<file path="src/sv/pidl_pkg.sv">
package pidl_pkg;

  localparam int DataW = 32;
  localparam int PosW  = 6;

  typedef enum logic [1:0] {
    CMD_CLEAR  = 2'd0,
    CMD_INSERT = 2'd1,
    CMD_DELETE = 2'd2,
    CMD_READ   = 2'd3
  } cmd_t;

  typedef enum logic [1:0] {
    ST_OK     = 2'd0,
    ST_BADPOS = 2'd1,
    ST_FULL   = 2'd2
  } status_t;

  // Broadcast to every cell of the row in the cycle a command is accepted.
  typedef struct packed {
    logic             ins;
    logic             del;
    logic [PosW-1:0]  pos;
    logic [DataW-1:0] value;
  } shift_t;

endpackage

</file>
<file path="src/sv/pidl_cell.sv">
module pidl_cell #(
  parameter int INDEX = 0
) (
  input  logic                          clk,
  input  pidl_pkg::shift_t              ctl_i,
  input  logic [pidl_pkg::DataW-1:0]    left_i,
  input  logic [pidl_pkg::DataW-1:0]    right_i,
  output logic [pidl_pkg::DataW-1:0]    entry_o
);

  logic [pidl_pkg::DataW-1:0] entry_r, entry_nxt;
  logic [31:0]                pos_ext;
  logic                       above, at;

  assign pos_ext = 32'(ctl_i.pos);
  assign above   = 32'(INDEX) > pos_ext;
  assign at      = 32'(INDEX) == pos_ext;

  always_comb begin
    entry_nxt = entry_r;
    if (ctl_i.ins) begin
      // open a slot: cells above the position take their lower neighbor
      if (above) begin
        entry_nxt = left_i;
      end else if (at) begin
        entry_nxt = ctl_i.value;
      end
    end else if (ctl_i.del && (above || at)) begin
      // close the gap: take the upper neighbor
      entry_nxt = right_i;
    end
  end

  always_ff @(posedge clk) begin
    entry_r <= entry_nxt;
  end

  assign entry_o = entry_r;

endmodule

</file>
<file path="src/sv/positional_insert_delete_list_core.sv">
// The result beat of an accepted command is registered and held until taken.
// Throughput: one command per cycle while out_ready is high; insert and delete shift
// the whole cell row in the cycle the command is accepted, so none blocks the next.
// Reset: synchronous active-low rst_n empties the list and drops the output beat;
// entry contents are not cleared and are never read before being written.
module positional_insert_delete_list_core #(
  parameter int CAPACITY = 32
) (
  input  logic                                 clk,
  input  logic                                 rst_n,
  input  logic                                 in_valid,
  output logic                                 in_ready,
  input  logic [1:0]                           in_command,
  input  logic [pidl_pkg::PosW-1:0]            in_position,
  input  logic signed [pidl_pkg::DataW-1:0]    in_value,
  output logic                                 out_valid,
  input  logic                                 out_ready,
  output logic [1:0]                           out_status,
  output logic [5:0]                           out_count,
  output logic signed [pidl_pkg::DataW-1:0]    out_read_value
);

  localparam int CW   = $clog2(CAPACITY + 1);
  localparam int CMPW = (CW > pidl_pkg::PosW) ? CW : pidl_pkg::PosW;

  logic                          accept;
  logic [CW-1:0]                 count_r, count_nxt;
  logic                          out_valid_r;
  pidl_pkg::status_t             status_r, status_nxt;
  logic [5:0]                    out_count_r;
  logic [pidl_pkg::DataW-1:0]    rd_r, rd_nxt;
  logic [CMPW-1:0]               pos_ext, count_ext;
  logic                          full;
  pidl_pkg::cmd_t                cmd;
  pidl_pkg::shift_t              ctl;
  logic [pidl_pkg::DataW-1:0]    cell_q [CAPACITY];

  assign in_ready  = !out_valid_r || out_ready;
  assign accept    = in_valid && in_ready;
  assign cmd       = pidl_pkg::cmd_t'(in_command);
  assign pos_ext   = CMPW'(in_position);
  assign count_ext = CMPW'(count_r);
  assign full      = (count_r == CW'(CAPACITY));

  always_comb begin
    status_nxt = pidl_pkg::ST_OK;
    count_nxt  = count_r;
    rd_nxt     = '0;
    ctl.ins    = 1'b0;
    ctl.del    = 1'b0;
    ctl.pos    = in_position;
    ctl.value  = in_value;
    case (cmd)
      pidl_pkg::CMD_CLEAR: begin
        count_nxt = '0;
      end
      pidl_pkg::CMD_INSERT: begin
        if (pos_ext > count_ext) begin
          status_nxt = pidl_pkg::ST_BADPOS;
        end else if (full) begin
          status_nxt = pidl_pkg::ST_FULL;
        end else begin
          ctl.ins   = accept;
          count_nxt = count_r + CW'(1);
        end
      end
      pidl_pkg::CMD_DELETE: begin
        if (pos_ext >= count_ext) begin
          status_nxt = pidl_pkg::ST_BADPOS;
        end else begin
          ctl.del   = accept;
          count_nxt = count_r - CW'(1);
        end
      end
      default: begin
        if (pos_ext >= count_ext) begin
          status_nxt = pidl_pkg::ST_BADPOS;
        end else begin
          for (int k = 0; k < CAPACITY; k++) begin
            if (pos_ext == CMPW'(k)) begin
              rd_nxt = rd_nxt | cell_q[k];
            end
          end
        end
      end
    endcase
  end

  for (genvar g = 0; g < CAPACITY; g++) begin : g_cell
    logic [pidl_pkg::DataW-1:0] left_d, right_d;
    if (g == 0) begin : g_first
      assign left_d = '0;
    end else begin : g_mid_l
      assign left_d = cell_q[g-1];
    end
    if (g == CAPACITY - 1) begin : g_last
      assign right_d = '0;
    end else begin : g_mid_r
      assign right_d = cell_q[g+1];
    end
    pidl_cell #(.INDEX(g)) u_cell (
      .clk     (clk),
      .ctl_i   (ctl),
      .left_i  (left_d),
      .right_i (right_d),
      .entry_o (cell_q[g])
    );
  end

  always_ff @(posedge clk) begin
    if (!rst_n) begin
      count_r     <= '0;
      out_valid_r <= 1'b0;
    end else begin
      if (accept) begin
        count_r     <= count_nxt;
        out_valid_r <= 1'b1;
      end else if (out_ready) begin
        out_valid_r <= 1'b0;
      end
    end
  end

  // result payload: load on accept, hold while the beat waits
  always_ff @(posedge clk) begin
    if (accept) begin
      status_r    <= status_nxt;
      out_count_r <= 6'(count_nxt);
      rd_r        <= rd_nxt;
    end
  end

  assign out_valid      = out_valid_r;
  assign out_status     = status_r;
  assign out_count      = out_count_r;
  assign out_read_value = rd_r;

endmodule

</file>
<file path="config.mk">
export PLATFORM = sky130hd
export DESIGN_NAME = positional_insert_delete_list_core
export DESIGN_NICKNAME = d
export VERILOG_FILES = /design/src/sv/pidl_pkg.sv /design/src/sv/pidl_cell.sv /design/src/sv/positional_insert_delete_list_core.sv
export SDC_FILE = /design/constraint.sdc
export NUM_CORES = 2
export LEC_CHECK = 0
export BUFFER_PORTS_ARGS = -buffer_cell sky130_fd_sc_hd__buf_2
export CORE_MARGIN = 10
export CORE_UTILIZATION = 45
export CTS_CLUSTER_DIAMETER = 40
export DETAILED_ROUTE_END_ITERATION = 16
export HOLD_SLACK_MARGIN = 0.1
export PLACE_DENSITY = 0.6
export SLEW_MARGIN = 10
export SYNTH_ARGS = -nofsm -noshare
export SYNTH_HDL_FRONTEND = slang
export SYNTH_SLANG_ARGS = --single-unit
</file>
<file path="constraint.sdc">
create_clock -name clk -period 6.6 [get_ports clk]
set_input_delay 1.32 -clock clk [delete_from_list [all_inputs] [get_ports clk]]
set_output_delay 1.32 -clock clk [all_outputs]
set_load 0.03 [all_outputs]
</file>
==> results_dict.tcl <==
set metrics [dict create \
    status "finished, final reports clean" \
    fin_hold_ws_ns 0.520 \
    grtUsageTotal_pct 34.7 \
    min_period_over_period_pct 74.2 \
    hold_path_class "reg2reg" \
    post_drt_via_cell_ratio 6.96 \
    seq_area_frac_synth_pct 53.5 \
    wirelength_met1_um 96900 \
    rsz0062_at_grt "no" \
    num_io_pins 86 \
    worst_slack_ns 1.70 \
    via_count 52600 \
    synth-seq-cells 1071 \
    cts_tree "done" \
    synthFlopType "edfxtp_1" \
    syn-instance-count 5775 \
    cts_max_level 4 \
    place_inst 7235 \
    slew_violations 0 \
    synth_edf_count 1064 \
    cts.repair.resized 0 \
    fin_crit_ns 4.90 \
    synthMuxAreaShare_pct 13.5 \
    synth.cell_area_um2 60000 \
    synth_compound_gate_area_share_pct 16.6 \
    worstPathRequired_ns 7.01 \
    setup.worst_path.end_class "register" \
    final.setup_skew_ns 0.0405 \
    hold_viol 0 \
    crit_type "in2reg" \
    fin_util_pct 51.6 \
    cts_buffers 167 \
    cp_slowest_stage_delay_ns 0.67 \
    die_w_um 385 \
    total_leakage_power_nw 26.2 \
    yosysMostFrequentCell "nand2_1" \
    drive_above_1_share_pct 11.1 \
    setup_tns_ns 0 \
    critPathLaunchType "input port" \
    ys_types 69 \
    path_cells "buf_2, ha_1, and4_1, o21a_1, o31ai_4, nand3_4, buf_4, nor3_2, buf_4" \
    area_delta_synth_final_pct 13.5 \
    cp_top_family "buffers and inverters" \
    place_ws_ns 1.06 \
    synth.area.top_cells "edfxtp_1 (53%), mux2i_1 (14%), nand2_1 (8.1%)" \
    clk_latency_ns 0.82 \
    max_freq_mhz 204 \
    fin_nets 5705 \
    layout.cells.non_filler 7551 \
    numPortBuffers 85 \
    drt_pre_antenna_iters 8 \
    synth-simple-area-share_pct 11.7 \
    post-dp-hpwl_um 153000 \
    die_h_um 385 \
    cts_hold_buf 0 \
    crit_fanout 25 \
    synth.avg_cell_area_um2 10.4 \
    wirelength_um 267000 \
    antenna_found_initial 12 \
    detail_route.wl_per_cell_um 35.4 \
    synth_area_leader_cell "edfxtp_1" \
    route.met3.wl_um 40600 \
    start_util_pct 45.5 \
    worst_path_max_delay_cell "buf_2" \
    yosysTopAreaCellShare_pct 53.2 \
    place_congestion 0.897 \
    worst-path-buf-inv 3 \
    cts_root_buf "clkbuf_16" \
    relSlewSlack_pct 12.9 \
    netlist_top_cells_count "nand2_1 (1,303), edfxtp_1 (1,064), mux2i_1 (811), o21ai_0 (500), o21ai_1 (310)" \
    grt_pass1_wl_um 368000 \
    ant_nets 0 \
    async_reset_ff_share_pct 0 \
    yosysWarnings 0 \
    grt_max_degree 314 \
    cts_buffer_depth 3 \
    path_common_cell "buf_4" \
    overflow 0 \
    synthAdderAreaFrac_pct 0.250 \
    worstPathArrival_ns 5.31 \
    worstMarginPinSlew_ns 1.30 \
    wl_met2_um 110000 \
    highest_layer "met5" \
    synth_top_family_by_area "compound AO/OA/AOI/OAI gates" \
    core-area_um2 132000 \
    drc 0 \
    path_clk_slew_ns 0.05 \
    synth-xor-area-share_pct 0 \
    clock-sinks 1071 \
    drtIter0Drc 9754 \
    dieArea_um2 148000 \
    drv_cap 0 \
    postCtsSetupRepairBufs 0 \
    finalSetupViolations 0 \
    grt_pass1_vias 47900 \
    syn-num-nets 5831 \
    cellPowerDensity_nw_per_um2 267 \
    ir_drop_v 0.000220 \
    rows 133 \
]
## worst register-to-register path, stage by stage (launching register included)
cell     delay, ns
dfxtp_1       0.51
inv_1         0.21
ha_1          0.23
a21o_1        0.18
and3_1        0.24
o31ai_4       0.66
nand3_4       0.58
buf_4         0.44
nor3_2        0.17
buf_4         0.66
## cells in the final DEF, fill, tap and decap left out, types with 15 or more instances in the layout
cell	netlist	final
nor2_1	217	180
o31a_1	30	30
buf_2	210	85
mux2i_1	811	811
a21oi_1	58	56
o21ai_0	500	500
clkinv_1	0	21
clkbuf_1	288	24
a31oi_1	168	166
buf_4	36	156
a221oi_1	137	137
nand4_1	72	72
edfxtp_1	1064	1064
clkbuf_16	0	173
nand3_1	36	35
nand2_1	1303	1299
o21ai_1	310	309
a22o_1	145	145
a22oi_1	174	174
bufinv_16	0	22
inv_1	20	19
a222oi_1	15	15
clkinvlp_4	0	16
nor2_4	11	58
clkinv_2	0	17
buf_12	0	26
## path summary, 6_finish.rpt
| check | startpoint | end | slack [ns] | cells after the start |
|---|---|---|---|---|
| setup / recovery | in_position[4] | g_cell[16].u_cell.entry_o[14] | 1.70 | 9 |
| hold / removal | out_valid | out_valid | 0.52 | 2 |
| setup reg to reg | count_ext[2] | g_cell[16].u_cell.entry_o[14] | 2.29 | 9 |
| hold reg to reg | out_valid | out_valid | 0.52 | 2 |
## state kept, by name, indices dropped and copies added (netlist names)
name	cells
out_count	6
g_cell.u_cell.entry_o	1024
out_status	2
count_ext	6
out_read_value	32
out_valid	1
## cell type report
type / instances / area [um2]
well taps: 1755 / 2200
fillers: 11700 / 63800
clock buffers: 197 / 4420
inverters: 22 / 83.8
multi-input cells: 4120 / 25900
flip-flops and latches: 1071 / 32100
clock inverters: 107 / 1270
diodes: 12 / 30.0
repair buffers: 267 / 2120
## routing by layer
| layer | global-route usage (%) | vias up |
|---|---|---|
| li1 | - | 21400 |
| met1 | 45.3 | 25500 |
| met2 | 49.7 | 4551 |
| met3 | 11.8 | 1122 |
| met4 | 20.6 | 8 |
| met5 | 0 | - |
## logic make-up after synthesis
kind of cell	after synthesis
compound gates	1576
fa+ha+maj	12
buf+inv	584
flops	1071
mux	812
simple gates	1720
## through the flow
step	total power [mW]	area (um2)
6_report	18.2	68100
5_1_grt	18.6	68100
4_1_cts	18.1	68100
3_5_place_dp	9.13	62400
3_3_place_gp	9.11	62400
2_1_floorplan	8.59	60000
## report_power, final
group          total [mW]  internal (mW)  leakage (nW)  switching, mW
Clock                9.12           5.67          2.73           3.45
Combinational        1.49          0.436          13.7           1.06
Sequential           7.57           7.52          9.74         0.0561
Total                18.2           13.6          26.2           4.56
Power figures use the tool's default switching activity.
